`src/design/tds_pkg.sv`:
```
// shared types and constants for the trajectory derivative stream unit
// no dependencies

package tds_pkg;

    typedef struct packed {
        logic signed [31:0] pos_x;
        logic signed [31:0] pos_y;
        logic signed [15:0] heading;
        logic signed [19:0] speed;
        logic signed [31:0] rel_time;
        logic               last_point;
    } tds_in_t;

    typedef struct packed {
        logic signed [31:0] out_x;
        logic signed [31:0] out_y;
        logic signed [15:0] out_heading;
        logic signed [19:0] out_speed;
        logic signed [31:0] out_time;
        logic        [31:0] arc_length;
        logic signed [31:0] accel;
        logic signed [31:0] jerk;
        logic signed [31:0] curvature;
        logic signed [31:0] curvature_rate;
        logic signed [31:0] curvature_accel;
        logic               end_of_run;
    } tds_out_t;

    localparam int WIN = 3;
    localparam logic signed [15:0] PI_Q12 = 16'sd12868;
    localparam logic signed [16:0] TWO_PI_Q12 = 17'sd25736;
    localparam logic signed [63:0] US_PER_S = 64'sd1000000;
    localparam logic signed [63:0] MM_PER_M = 64'sd1000;
    localparam logic signed [63:0] CURV_SCALE = 64'sd16000;
    localparam logic signed [31:0] S32_MAX = 32'sh7FFFFFFF;
    localparam logic signed [31:0] S32_MIN = 32'sh80000000;

    // shared unit operations
    localparam logic [1:0] OP_SQRT = 2'd0;
    localparam logic [1:0] OP_DIV  = 2'd1;

    // update and emit steps
    localparam logic [3:0] S_SQX   = 4'd0;
    localparam logic [3:0] S_SQY   = 4'd1;
    localparam logic [3:0] S_ROOT  = 4'd2;
    localparam logic [3:0] S_ARC   = 4'd3;
    localparam logic [3:0] S_ACC   = 4'd4;
    localparam logic [3:0] S_CURV  = 4'd5;
    localparam logic [3:0] S_DK    = 4'd6;
    localparam logic [3:0] S_DKEND = 4'd7;
    localparam logic [3:0] S_JERK  = 4'd8;
    localparam logic [3:0] S_CACC  = 4'd9;

    typedef struct packed {
        logic       start;
        logic [1:0] op;
    } tds_cmd_t;

    typedef struct packed {
        logic busy;
        logic done;
    } tds_sts_t;

endpackage

```
`src/design/tds_ctrl.sv`:
```
// sequencer: accepts a point, runs the update steps, emits and shifts the window
// depends on tds_pkg

module tds_ctrl
    import tds_pkg::*;
(
    input  logic       clk,
    input  logic       rst_n,
    input  logic       in_valid,
    output logic       in_stall,
    input  logic       last_in,
    output logic       out_valid,
    input  logic       out_stall,
    input  tds_sts_t   ar_sts,
    output logic       load_in,
    output logic [3:0] step,
    output logic       step_go,
    output logic       shift_win,
    output logic       place_new,
    output logic       emit_go,
    output logic [1:0] emit_idx,
    output logic       emit_has_next,
    output logic       emit_end,
    output logic [1:0] fill
);

    localparam logic [3:0] ST_IDLE  = 4'd0;
    localparam logic [3:0] ST_ISSUE = 4'd1;
    localparam logic [3:0] ST_WAIT  = 4'd2;
    localparam logic [3:0] ST_PLACE = 4'd3;
    localparam logic [3:0] ST_EMIT  = 4'd4;
    localparam logic [3:0] ST_OUT   = 4'd5;
    localparam logic [3:0] ST_NEXT  = 4'd6;

    logic [3:0] state_reg, state_next;
    logic [3:0] step_reg, step_next;
    logic [1:0] fill_reg, fill_next;
    logic       last_reg, last_next;
    logic [1:0] ei_reg, ei_next;
    logic       ovalid_reg, ovalid_next;
    logic       phase_reg, phase_next;
    logic       endflag_reg, endflag_next;

    logic       is_div;

    assign is_div = (step_reg == S_ROOT) || (step_reg == S_ACC) || (step_reg == S_CURV)
                 || (step_reg == S_DK) || (step_reg == S_DKEND)
                 || (step_reg == S_JERK) || (step_reg == S_CACC);

    always_comb
    begin
        state_next   = state_reg;
        step_next    = step_reg;
        fill_next    = fill_reg;
        last_next    = last_reg;
        ei_next      = ei_reg;
        ovalid_next  = ovalid_reg;
        phase_next   = phase_reg;
        endflag_next = endflag_reg;
        load_in      = 1'b0;
        step_go      = 1'b0;
        shift_win    = 1'b0;
        place_new    = 1'b0;
        emit_go      = 1'b0;
        emit_has_next = 1'b0;
        if (ovalid_reg && !out_stall)
            ovalid_next = 1'b0;
        unique case (state_reg)
            ST_IDLE:
            begin
                if (in_valid)
                begin
                    load_in    = 1'b1;
                    last_next  = last_in;
                    state_next = (fill_reg == 2'd0) ? ST_PLACE : ST_ISSUE;
                    step_next  = S_SQX;
                end
            end
            ST_ISSUE:
            begin
                step_go = 1'b1;
                if (is_div)
                    state_next = ST_WAIT;
                else if (step_reg == S_ARC)
                begin
                    step_next = S_ACC;
                end
                else
                    step_next = step_reg + 4'd1;
            end
            ST_WAIT:
            begin
                if (ar_sts.done)
                begin
                    state_next = ST_ISSUE;
                    unique case (step_reg)
                        S_ROOT: step_next = S_ARC;
                        S_ACC:  step_next = S_CURV;
                        S_CURV:
                        begin
                            if (fill_reg >= 2'd2)
                                step_next = S_DK;
                            else
                                state_next = ST_PLACE;
                        end
                        S_DK:   state_next = ST_PLACE;
                        S_DKEND:
                        begin
                            state_next = ST_EMIT;
                            ei_next    = '0;
                        end
                        S_JERK: step_next = S_CACC;
                        S_CACC: state_next = ST_OUT;
                        default: state_next = ST_IDLE;
                    endcase
                end
            end
            ST_PLACE:
            begin
                // window full: emit oldest first, then shift
                if (fill_reg == 2'd3)
                begin
                    ei_next      = '0;
                    endflag_next = 1'b0;
                    phase_next   = 1'b1;
                    state_next   = ST_EMIT;
                end
                else
                begin
                    place_new = 1'b1;
                    fill_next = fill_reg + 2'd1;
                    if (last_reg)
                    begin
                        phase_next = 1'b0;
                        ei_next    = '0;
                        if (fill_reg >= 2'd1)
                        begin
                            step_next  = S_DKEND;
                            state_next = ST_ISSUE;
                        end
                        else
                            state_next = ST_EMIT;
                    end
                    else
                        state_next = ST_IDLE;
                end
            end
            ST_EMIT:
            begin
                if (!ovalid_reg)
                begin
                    if (phase_reg || (ei_reg + 2'd1 < fill_reg))
                    begin
                        step_next  = S_JERK;
                        state_next = ST_ISSUE;
                    end
                    else
                        state_next = ST_OUT;
                end
            end
            ST_OUT:
            begin
                if (!ovalid_reg)
                begin
                    emit_go       = 1'b1;
                    emit_has_next = phase_reg || (ei_reg + 2'd1 < fill_reg);
                    ovalid_next   = 1'b1;
                    state_next    = ST_NEXT;
                end
            end
            ST_NEXT:
            begin
                if (phase_reg)
                begin
                    shift_win  = 1'b1;
                    fill_next  = 2'd2;
                    phase_next = 1'b0;
                    state_next = ST_PLACE;
                end
                else if (ei_reg + 2'd1 < fill_reg)
                begin
                    ei_next    = ei_reg + 2'd1;
                    state_next = ST_EMIT;
                end
                else
                begin
                    fill_next  = 2'd0;
                    state_next = ST_IDLE;
                end
            end
            default:
            begin
                state_next = ST_IDLE;
            end
        endcase
    end

    always_ff @(posedge clk or negedge rst_n)
    begin
        if (!rst_n)
        begin
            state_reg   <= ST_IDLE;
            step_reg    <= S_SQX;
            fill_reg    <= 2'd0;
            last_reg    <= 1'b0;
            ei_reg      <= 2'd0;
            ovalid_reg  <= 1'b0;
            phase_reg   <= 1'b0;
            endflag_reg <= 1'b0;
        end
        else
        begin
            state_reg   <= state_next;
            step_reg    <= step_next;
            fill_reg    <= fill_next;
            last_reg    <= last_next;
            ei_reg      <= ei_next;
            ovalid_reg  <= ovalid_next;
            phase_reg   <= phase_next;
            endflag_reg <= endflag_next;
        end
    end

    assign in_stall  = (state_reg != ST_IDLE);
    assign out_valid = ovalid_reg;
    assign step      = step_reg;
    assign emit_idx  = ei_reg;
    assign emit_end  = !phase_reg && (ei_reg + 2'd1 == fill_reg) && !endflag_reg;
    assign fill      = fill_reg;

endmodule

```
`config.mk`:
```
export PLATFORM = sky130hd
export DESIGN_NAME = tds_ctrl
export DESIGN_NICKNAME = d
export VERILOG_FILES = /design/src/design/tds_pkg.sv /design/src/design/tds_ctrl.sv
export SDC_FILE = /design/constraint.sdc
export NUM_CORES = 1
export LEC_CHECK = 0
export BUFFER_PORTS_ARGS = -buffer_cell sky130_fd_sc_hd__buf_2
export CORE_MARGIN = 1.5
export CORE_UTILIZATION = 59
export DETAILED_ROUTE_END_ITERATION = 8
export GPL_TIMING_DRIVEN = 0
export HOLD_SLACK_MARGIN = 0.03
export PLACE_DENSITY = 0.92
export SLEW_MARGIN = 15
export SYNTH_ARGS = -nofsm -noshare
export SYNTH_HDL_FRONTEND = slang
export SYNTH_SLANG_ARGS = --single-unit
```
`constraint.sdc`:
```
create_clock -name clk -period 4.9 [get_ports clk]
set_input_delay 0.245 -clock clk [delete_from_list [all_inputs] [get_ports clk]]
set_output_delay 0.245 -clock clk [all_outputs]
set_load 0.03 [all_outputs]
```
## Yosys cells after proc, flatten, opt, wreduce, memory -nomap -nowiden

Index checks and enable logic that the tools add are counted.

- Register bits after elaboration: 15

- Reduce and logical (&&, ||, !) cells: 24
- Equal/unequal tests: 33
- $add $sub $neg: 3
- Multiplexer cells: 55
- Order comparisons: 3

Operators by type and width:

| cell | count |
|---|---|
| 4-bit two-way mux | 17 |
| 4-bit by 3-bit == test with 1-bit output, second input constant | 7 |
| 4-bit one-hot mux with 7 select lines | 1 |
| 2-bit inequality test, second input constant | 13 |
| 2-bit two-way mux | 11 |
| 4-bit one-hot mux with 5 select lines | 1 |
| 4-bit by 2-bit == test with 1-bit output, second input constant | 4 |
| 1-bit two-way mux | 16 |
| 4-bit one-hot mux with 4 select lines | 1 |
| 3-bit one-hot mux with 5 select lines | 1 |
| 3-bit two-way mux | 4 |
| 11-bit AND reduction | 1 |
| 3-bit inequality test, second input constant | 3 |
| 4-bit == test, second input constant | 2 |
| 1-bit logical OR | 7 |
| 2-bit one-hot mux with 3 select lines | 1 |
| 6-bit AND reduction | 1 |
| 5-bit inequality test, second input constant | 1 |
| 5-bit AND reduction | 1 |
| 5-bit nonzero test | 1 |
| 2-bit by 1-bit adder with 2-bit output, second input constant | 2 |
| 4-bit by 1-bit adder with 4-bit output, second input constant | 1 |
| 4-bit by 1-bit == test with 1-bit output, second input constant | 1 |
| 4-bit zero test | 1 |
| other kinds (16) | 19 |

## Logic depth before layout (Yosys ltp)

Gate-level depths: netlist of run 1.

- Depth in word-level cells: 9
- Mapped depth: 8
- Depth with buffers taken out: 8

## Worst setup path before layout of run 1

Ideal clock, no wire load.

- Path type: register to register
- Start: reg ei_reg[0], in the netlist emit_idx[0]
- End: reg step_reg[0], in the netlist step[0]
- Slack: 2.552 ns
- Arrival time: 2.220 ns
- Setup time: 0.128 ns
- Cell stages (with the launch flop): 9
- Period minus slack after synthesis: 2.348 ns
- Cells stage by stage: dfrtp_1 > nand2b_1 > nand2_1 > ha_1 > nor2b_1 > o21ba_2 > o22a_1 > a211oi_2 > mux2_1

- Longest elaborated chain between the ends: 5

RTL lines:

| element | RTL line | text |
|---|---|---|
| from (decl) | tds_ctrl.sv:39 | `logic [1:0] ei_reg, ei_next;` |
| from (signal assigned) | tds_ctrl.sv:217 | `ei_reg <= ei_next;` |
| 2-bit by 1-bit adder with 2-bit output | tds_ctrl.sv:152 | `if (phase_reg \|\| (ei_reg + 2'd1 < fill_reg))` |
| 2-bit < comparator | tds_ctrl.sv:152 |  |
| 1-bit logical OR | tds_ctrl.sv:152 |  |
| 2-bit inequality test (no line) | n/a |  |
| 11-bit AND reduction (no line) | n/a |  |
| to (signal assigned) | tds_ctrl.sv:214 | `step_reg <= step_next;` |
| to (decl) | tds_ctrl.sv:36 | `logic [3:0] step_reg, step_next;` |

Every way passes these cells.
A chain may end at the register's enable or synchronous reset.

## Worst setup path after layout of run 1

- Start: reg ei_reg[0], in the netlist emit_idx[0]
- End: reg step_reg[1], in the netlist step[1]

The elaborated chain is that of the path after synthesis.

==> flow_metrics.env, run 1 <==
export IMPL_status="finished, final reports clean"
export IMPL_fp_dieH_um=48.8
export IMPL_area_growth_pct=15.4
export IMPL_n_antenna_cell=0
export IMPL_port_buffers=22
export IMPL_finalWeightedCongestion=0.925
export IMPL_nNetsFinal=199
export IMPL_crit_path_end_kind="flip-flop"
export IMPL_multi_input_area_um2=793
export IMPL_die_w_um=48.8
export IMPL_final_cell_count_no_fill=208
export IMPL_rows=16
export IMPL_dp_cells=203
export IMPL_clock_sinks=14
export IMPL_cpPeakStageDelay_ns=0.44
export IMPL_ys_seq_area_share_pct=28.3
export IMPL_die_area_mm2=0.00238
export IMPL_crit_arrival_ns=2.60
export IMPL_first_pass_iters=4
export IMPL_period_needed_ns=2.43
export IMPL_async_reset_ff_share_pct=100
export IMPL_fmax_ghz=0.412
export IMPL_synth_edf_count=0
export IMPL_yosysUniqueCellTypes=43
export IMPL_final_antenna_net_count=0
export IMPL_insertion_delay_ns=0.28
export IMPL_crit_type="reg -> reg"
export IMPL_fin_setup_tns_ns=0
export IMPL_wl_mm=3.16
export IMPL_syn_avg_cell_area_um2=8.04
export IMPL_cts_resized=0
export IMPL_fin_area_mm2=0.00143
export IMPL_start_kind="flip-flop"
export IMPL_seqCellArea_um2=350
export IMPL_grt_ovfl_total=0
export IMPL_cp_cell_sequence="nand2b_1, nand2_1, ha_1, nor2b_1, o21ba_2, o22a_1, a211oi_2, mux2_1"
export IMPL_netlist_area_mm2=0.00124
export IMPL_r2r_slack_ns=2.47
export IMPL_hp_start="last_in"
export IMPL_drive_gt1_share_pct=18.2
export IMPL_path_max_fanout=6
export IMPL_wl_per_cell_um=15.2
export IMPL_grt_pass1_wl_mm=5.44
export IMPL_slew_headroom_pct=61.4
export IMPL_dp_hpwl_mm=2.44
export IMPL_worstMarginPinSlew_ns=0.578
export IMPL_grt_pass1_vias=1197
export IMPL_largest_register_ffs=4
export IMPL_drtIter0Drc=42
export IMPL_ctsRootBufferMaster="clkbuf_4"
export IMPL_finalCritPeriodShare_pct=49.6
export IMPL_cts_inserted_buffers=3
export IMPL_required_ns=5.07
export IMPL_grt_max_degree=15
export IMPL_core_area_mm2=0.00196
export IMPL_groute_usage_overall_pct=28.7
export IMPL_remaining_drc_errors=0
export IMPL_synthCells=154
export IMPL_worstSetupStartpoint="emit_idx[0]"
export IMPL_fillers=172
export IMPL_cap_viol_max_count=0
export IMPL_rsz0062_at_grt="no"
export IMPL_syn_nets=171
export IMPL_cts_tree="built"
export IMPL_hold_class="in -> reg"
export IMPL_ys_ff_latch=14
export IMPL_start_util_pct=63.1
export IMPL_setup_viol=0
export IMPL_layout_common_cells="25 x buf_2, 14 x dfrtp_1, 13 x nand2_1"
export IMPL_endpoint="step[1]"
export IMPL_ys_warnings_count=0
export IMPL_r2r_start="emit_idx[0]"
export IMPL_placed_cell_area_mm2=0.00138
export IMPL_ctsHoldBuffers=1
export IMPL_cts_path_max_buffers=2
export IMPL_path_clk_slew_ns=0.09
export IMPL_io_pins=24
export IMPL_hold_violations=0
export IMPL_r2r_end="step[1]"
export IMPL_cp_slowest_cell="dfrtp_1"
export IMPL_drv_slew=0
export IMPL_htree_levels=1
export IMPL_postCtsSetupRepairBufs=0
export IMPL_ys_flop_type="dfrtp_1"
export IMPL_final_common_cell="buf_2"
export IMPL_clock_skew_ns=0.00770
export IMPL_vias=1283
export IMPL_antenna_found_initial=0
export IMPL_r2r_worst_path_cells=8
export IMPL_via_per_inst=6.17
[worst max-delay path: cells and delay by family (launching register included)]
family | cells | cell delay [ns]
fa+ha+maj | 1 | 0.28
simple gates | 3 | 0.41
flops | 1 | 0.44
mux | 1 | 0.36
compound gates | 3 | 0.82
[through the flow]
step / setup WS, ns / util [%] / hold slack (ns)
CTS: 2.50 / 72.8 / 0.162
detailed placement: 2.51 / 70.4 / 0.160
global placement: 2.58 / 70.4 / 0.159
global route: 2.34 / 72.8 / 0.163
finish: 2.47 / 72.8 / 0.157
floorplan: 2.55 / - / -0.0506
[layout make-up]
class                   count  area share [%]
well taps                  27            2.37
inverters                  13            3.42
clock buffers               4            2.54
multi-input cells         118            55.6
flip-flops and latches     14            24.5
repair buffers             23            8.41
plain buffers               9            3.16
[per-layer routing]
| metal | wire length (µm) | GRT usage (%) | vias to the layer above |
|---|---|---|---|
| met1 | 1340 | 37.9 | 598 |
| li1 | - | - | 617 |
| met5 | 0 | 0 | - |
| met2 | 1530 | 49.3 | 63 |
| met3 | 250 | 3.68 | 5 |
| met4 | 39 | 7.62 | 0 |
[cell usage after synthesis, drive strengths merged (2+ instances only)]
cell / n / area (µm²)
nor3b: 2 / 15.0
nor2b: 7 / 43.8
buf: 5 / 30.0
o21ai: 12 / 60.1
mux2i: 2 / 20.0
clkbuf: 4 / 15.0
a21o: 3 / 22.5
nor2: 11 / 41.3
a21oi: 12 / 60.1
inv: 13 / 48.8
and3: 2 / 12.5
o2bb2ai: 2 / 17.5
o41ai: 2 / 17.5
o311a: 2 / 20.0
nand2: 13 / 48.8
nand3: 4 / 20.0
mux2: 3 / 33.8
dfrtp: 14 / 350
ha: 10 / 125
a31oi: 2 / 12.5
o22ai: 2 / 12.5
nor3: 5 / 25.0
nand2b: 2 / 12.5
o211ai: 2 / 15.0
a221oi: 3 / 26.3
[cell families (layout without fill, tap and decap cells)]
logic type | after synthesis | in the layout | share of synthesized area [%]
compound gates | 55 | 55 | 30.7
flops | 14 | 14 | 28.3
mux | 5 | 5 | 4.35
buf+inv | 22 | 49 | 7.58
simple gates | 48 | 48 | 18.9
fa+ha+maj | 10 | 10 | 10.1
[worst min-delay path by stage]
stage,cells past startpoint,to
2_1_floorplan,0,emit_idx[0]
3_3_place_gp,1,state_reg[1]
4_1_cts,3,last_reg
6_report,3,last_reg
3_5_place_dp,1,state_reg[1]
5_1_grt,2,out_valid
Power of run 1 is left out: the tool's default activity adds up to more than one toggle a clock period on the data nets, which glitch-free logic cannot reach.
==> run 2: changes to the inputs <==
- CORE_UTILIZATION: 59 -> 55
- PLACE_DENSITY: 0.92 -> 0.87
- clock period: 4.9 -> 2.5 ns (I/O delays scaled with it)
==> run 2 against run 1 <==
- sequential cell count stayed put
- final cell count stayed put
- first-iteration DRC count grew to 2.8 times the previous value
- count of clock-buffer cells in the layout is 1 lower
- critical path depth stayed put
- via count is 2.9% higher
- die area is 6.8% higher
- critical path type unchanged
- critical endpoint is now step[0]
==> flow_metrics.env, run 2 (synthesis gave the netlist of run 1 again) <==
export IMPL_largest_register_ffs=4
export IMPL_remaining_drc_errors=0
export IMPL_wl_met3_um=354
export IMPL_final_cell_count_no_fill=208
export IMPL_placed_cell_area_mm2=0.00138
export IMPL_vias=1320
export IMPL_r2r_end="step[0]"
export IMPL_fin_setup_tns_ns=0
export IMPL_status="finished, final reports clean"
export IMPL_cpPeakStageDelay_ns=0.46
export IMPL_dp_hpwl_mm=2.36
export IMPL_cap_viol_max_count=0
export IMPL_start_util_pct=60.6
export IMPL_hold_violations=0
export IMPL_via_per_inst=6.35
export IMPL_rows=16
export IMPL_dp_cells=203
export IMPL_top_layer_used="met4"
export IMPL_final_common_cell="buf_2"
export IMPL_ctsRootBufferMaster="clkbuf_4"
export IMPL_hp_start="out_stall"
export IMPL_grt_pass1_wl_mm=5.47
export IMPL_cts_path_max_buffers=2
export IMPL_fp_dieH_um=50.4
export IMPL_area_growth_pct=14.9
export IMPL_core_area_mm2=0.00204
export IMPL_required_ns=2.67
export IMPL_dr_wl_met2_mm=1.47
export IMPL_cts_tree="built"
export IMPL_drtIter0Drc=116
export IMPL_finalCritPeriodShare_pct=93.9
export IMPL_rsz0062_at_grt="no"
export IMPL_wl_mm=3.21
export IMPL_final_antenna_net_count=0
export IMPL_first_pass_iters=5
export IMPL_drive_gt1_share_pct=18.2
export IMPL_antenna_found_initial=0
export IMPL_cts_inserted_buffers=3
export IMPL_drv_slew=0
export IMPL_htree_levels=1
export IMPL_start_kind="flip-flop"
export IMPL_clock_skew_ns=0.00365
export IMPL_wl_per_cell_um=15.4
export IMPL_clock_sinks=14
export IMPL_insertion_delay_ns=0.28
export IMPL_grt_ovfl_total=0
export IMPL_io_pins=24
export IMPL_die_w_um=50.4
export IMPL_die_area_mm2=0.00254
export IMPL_fmax_ghz=0.426
export IMPL_wl_met1_mm=1.32
export IMPL_crit_type="reg -> reg"
export IMPL_fin_area_mm2=0.00142
export IMPL_cts_resized=0
export IMPL_hold_class="in -> reg"
export IMPL_r2r_worst_path_cells=8
export IMPL_worstSetupStartpoint="step[1]"
export IMPL_port_buffers=22
export IMPL_period_needed_ns=2.35
export IMPL_cp_slowest_cell="dfrtp_1"
export IMPL_grt_max_degree=15
export IMPL_finalWeightedCongestion=0.954
export IMPL_crit_path_end_kind="flip-flop"
export IMPL_r2r_slack_ns=0.15
export IMPL_grt_pass1_vias=1178
export IMPL_n_antenna_cell=0
export IMPL_r2r_start="step[1]"
export IMPL_cp_cell_sequence="inv_1, ha_1, nor2_1, a221oi_1, a21oi_1, a211oi_2, buf_4, mux2_1"
export IMPL_worstMarginPinSlew_ns=0.517
export IMPL_holdWs_ns=0.0397
export IMPL_groute_usage_overall_pct=27.9
export IMPL_nNetsFinal=200
export IMPL_setup_viol=0
export IMPL_path_max_fanout=7
export IMPL_path_clk_slew_ns=0.08
export IMPL_slew_headroom_pct=65.5
export IMPL_layout_common_cells="25 x buf_2, 14 x dfrtp_1, 13 x nand2_1"
export IMPL_crit_arrival_ns=2.52
export IMPL_endpoint="step[0]"
[run 2: metal layers]
layer | GRT usage (%) | vias to the layer above
met5 | 0 | -
met2 | 45.0 | 87
met4 | 6.76 | 0
met1 | 37.6 | 602
li1 | - | 614
met3 | 7.14 | 17
[run 2: metrics by stage]
step,util (%),worst slack (ns)
after global placement,67.6,0.185
after CTS,69.2,0.133
after floorplan,-,0.152
after detailed placement,67.6,0.146
after global routing,69.6,0.0212
final,69.6,0.152
[run 2: worst min-delay path by stage]
| stage | to | slack (ns) | cells after the start |
|---|---|---|---|
| floorplan | emit_idx[0] | -0.17 | 0 |
| global placement | step[3] | 0.04 | 1 |
| detailed placement | step[3] | 0.04 | 1 |
| CTS | out_valid | 0.04 | 2 |
| global route | out_valid | 0.05 | 2 |
| finish | out_valid | 0.04 | 2 |
[run 2: layout make-up]
class / instances / area (µm²)
flip-flops and latches: 14 / 350
inverters: 13 / 48.8
fillers: 181 / 621
multi-input cells: 118 / 793
repair buffers: 24 / 128
plain buffers: 9 / 45.0
well taps: 27 / 33.8
clock buffers: 3 / 22.5
[run 2: timing repair]
action                                 4_1_cts  5_1_grt
setup endpoints to repair                    0        3
endpoints found under the hold margin       14        0
buffers inserted                             0        1
hold buffers                                 1        0
[run 2: critical path: cells and delay by family, from the launching register on]
family / cells / cell delay (ns)
AO/OA/AOI/OAI: 3 / 0.74
flip-flops: 1 / 0.46
buffers and inverters: 2 / 0.28
adder cells (fa/ha/maj): 1 / 0.31
AND/OR/NAND/NOR: 1 / 0.13
multiplexers: 1 / 0.32
Power of run 2 is left out for the same reason.
==> run 3: changes to the inputs <==
- BUFFER_PORTS_ARGS: -buffer_cell sky130_fd_sc_hd__buf_2 -> not set
- CORE_UTILIZATION: 55 -> 62
- DONT_BUFFER_PORTS: not set -> 1
- PLACE_DENSITY: 0.87 -> 0.86
==> run 3 against run 2 <==
- final cell count is 11% lower
- register-to-register slack got worse by 0.07 ns
- utilization increased by 5.4 points
- critical path type unchanged
==> flow_metrics.env, run 3 (synthesis gave the netlist of run 1 again) <==
export IMPL_status="finished, final reports clean"
export IMPL_slew_headroom_pct=20.0
export IMPL_final_antenna_net_count=0
export IMPL_io_pins=24
export IMPL_fin_setup_tns_ns=0
export IMPL_dr_wl_met2_mm=1.55
export IMPL_cp_top_family="compound AO/OA/AOI/OAI gates"
export IMPL_preCtsSetupSlack_ns=-0.0723
export IMPL_die_area_mm2=0.00227
export IMPL_final_common_cell="nand2_1"
export IMPL_r2r_slack_ns=0.08
export IMPL_crit_type="reg -> reg"
export IMPL_die_w_um=47.7
export IMPL_cap_viol_max_count=0
export IMPL_crit_arrival_ns=2.59
export IMPL_drtIter0Drc=63
export IMPL_critical_path_buf_inv_count=0
export IMPL_insertion_delay_ns=0.28
export IMPL_cpPeakStageDelay_ns=0.51
export IMPL_clock_skew_ns=0.000204
export IMPL_wl_mm=3.40
export IMPL_n_antenna_cell=0
export IMPL_remaining_drc_errors=0
export IMPL_grt_max_degree=15
export IMPL_path_clk_slew_ns=0.09
export IMPL_grt_pass1_wl_mm=5.18
export IMPL_cts_tree="built"
export IMPL_antenna_found_initial=0
export IMPL_path_max_fanout=6
export IMPL_hold_class="in -> async"
export IMPL_setup_ws_ns=0.0807
export IMPL_start_kind="flip-flop"
export IMPL_setup_viol=0
export IMPL_port_buffers=0
export IMPL_area_growth_pct=9.20
export IMPL_r2r_start="emit_idx[0]"
export IMPL_cp_slowest_cell="dfrtp_2"
export IMPL_r2r_end="step[1]"
export IMPL_cts_inserted_buffers=3
export IMPL_clock_sinks=14
export IMPL_rows=15
export IMPL_top_layer_used="met4"
export IMPL_hold_violations=0
export IMPL_postCtsSetupRepairBufs=0
export IMPL_first_pass_iters=5
export IMPL_fmax_ghz=0.413
export IMPL_holdWs_ns=0.300
export IMPL_crit_path_end_kind="flip-flop"
export IMPL_ctsRootBufferMaster="clkbuf_4"
export IMPL_fp_dieH_um=47.7
export IMPL_drive_gt1_share_pct=9.94
export IMPL_grt_ovfl_total=0
export IMPL_wl_met1_mm=1.38
export IMPL_grt_pass1_vias=1178
export IMPL_nNetsFinal=180
export IMPL_drv_slew=0
export IMPL_finalCritPeriodShare_pct=96.8
export IMPL_core_area_mm2=0.00180
export IMPL_wl_per_cell_um=18.3
export IMPL_wl_met3_um=361
export IMPL_vias=1281
export IMPL_r2r_worst_path_cells=8
export IMPL_worstMarginPinSlew_ns=1.19
export IMPL_finalWeightedCongestion=0.888
export IMPL_cp_cell_sequence="nand2b_1, nand2_1, ha_1, nor2b_1, o21ba_2, o22a_1, a211oi_4, mux2_1"
export IMPL_htree_levels=1
export IMPL_cts_path_max_buffers=2
export IMPL_start_util_pct=68.7
export IMPL_via_per_inst=6.89
export IMPL_layout_common_cells="13 x nand2_1, 12 x inv_1, 12 x o21ai_0, 12 x a21oi_1, 11 x nor2_1"
export IMPL_period_needed_ns=2.42
export IMPL_groute_usage_overall_pct=32.6
export IMPL_required_ns=2.67
export IMPL_dp_hpwl_mm=2.35
export IMPL_largest_register_ffs=4
run 3: per-layer routing:
| metal | vias to the layer above | global-route usage [%] |
|---|---|---|
| li1 | 582 | - |
| met1 | 587 | 43.2 |
| met2 | 97 | 49.5 |
| met3 | 15 | 7.55 |
| met4 | 0 | 17.3 |
| met5 | - | 0 |
run 3: final cells by class:
| cell class | instances | area, µm² |
|---|---|---|
| Clock buffer | 3 | 22.5 |
| Fill cell | 140 | 450 |
| Timing Repair Buffer | 4 | 40.0 |
| Tap cell | 25 | 31.3 |
| Buffer | 9 | 45.0 |
| Multi-Input combinational cell | 118 | 807 |
| Inverter | 13 | 48.8 |
| Sequential cell | 14 | 357 |
run 3: worst max path at each step:
stage	slack (ns)	depth (start not counted)	startpoint	end
after floorplan	0.15	8	emit_idx[0]	step[0]
after global placement	-0.01	8	emit_idx[0]	step[0]
after detailed placement	-0.07	8	emit_idx[0]	step[1]
after CTS	0.03	8	emit_idx[0]	step[2]
after global routing	-0.02	7	fill[0]	step[1]
final	0.08	8	emit_idx[0]	step[1]
run 3: through the flow:
step / cell area, µm² / cells / util [%]
after floorplan: 1240 / 154 / -
after global placement: 1270 / 179 / 70.4
after detailed placement: 1270 / 179 / 70.4
after CTS: 1340 / 186 / 74.1
after global routing: 1350 / 186 / 75.0
final: 1350 / 186 / 75.0
run 3: timing repair:
item                                    4_1_cts  5_1_grt
hold buffers                                  4        0
pin swaps                                     0        1
endpoints found under the setup margin        3        4
gates resized for setup                       3        4
hold endpoints to repair                     17        0
Power of run 3 is left out for the same reason.
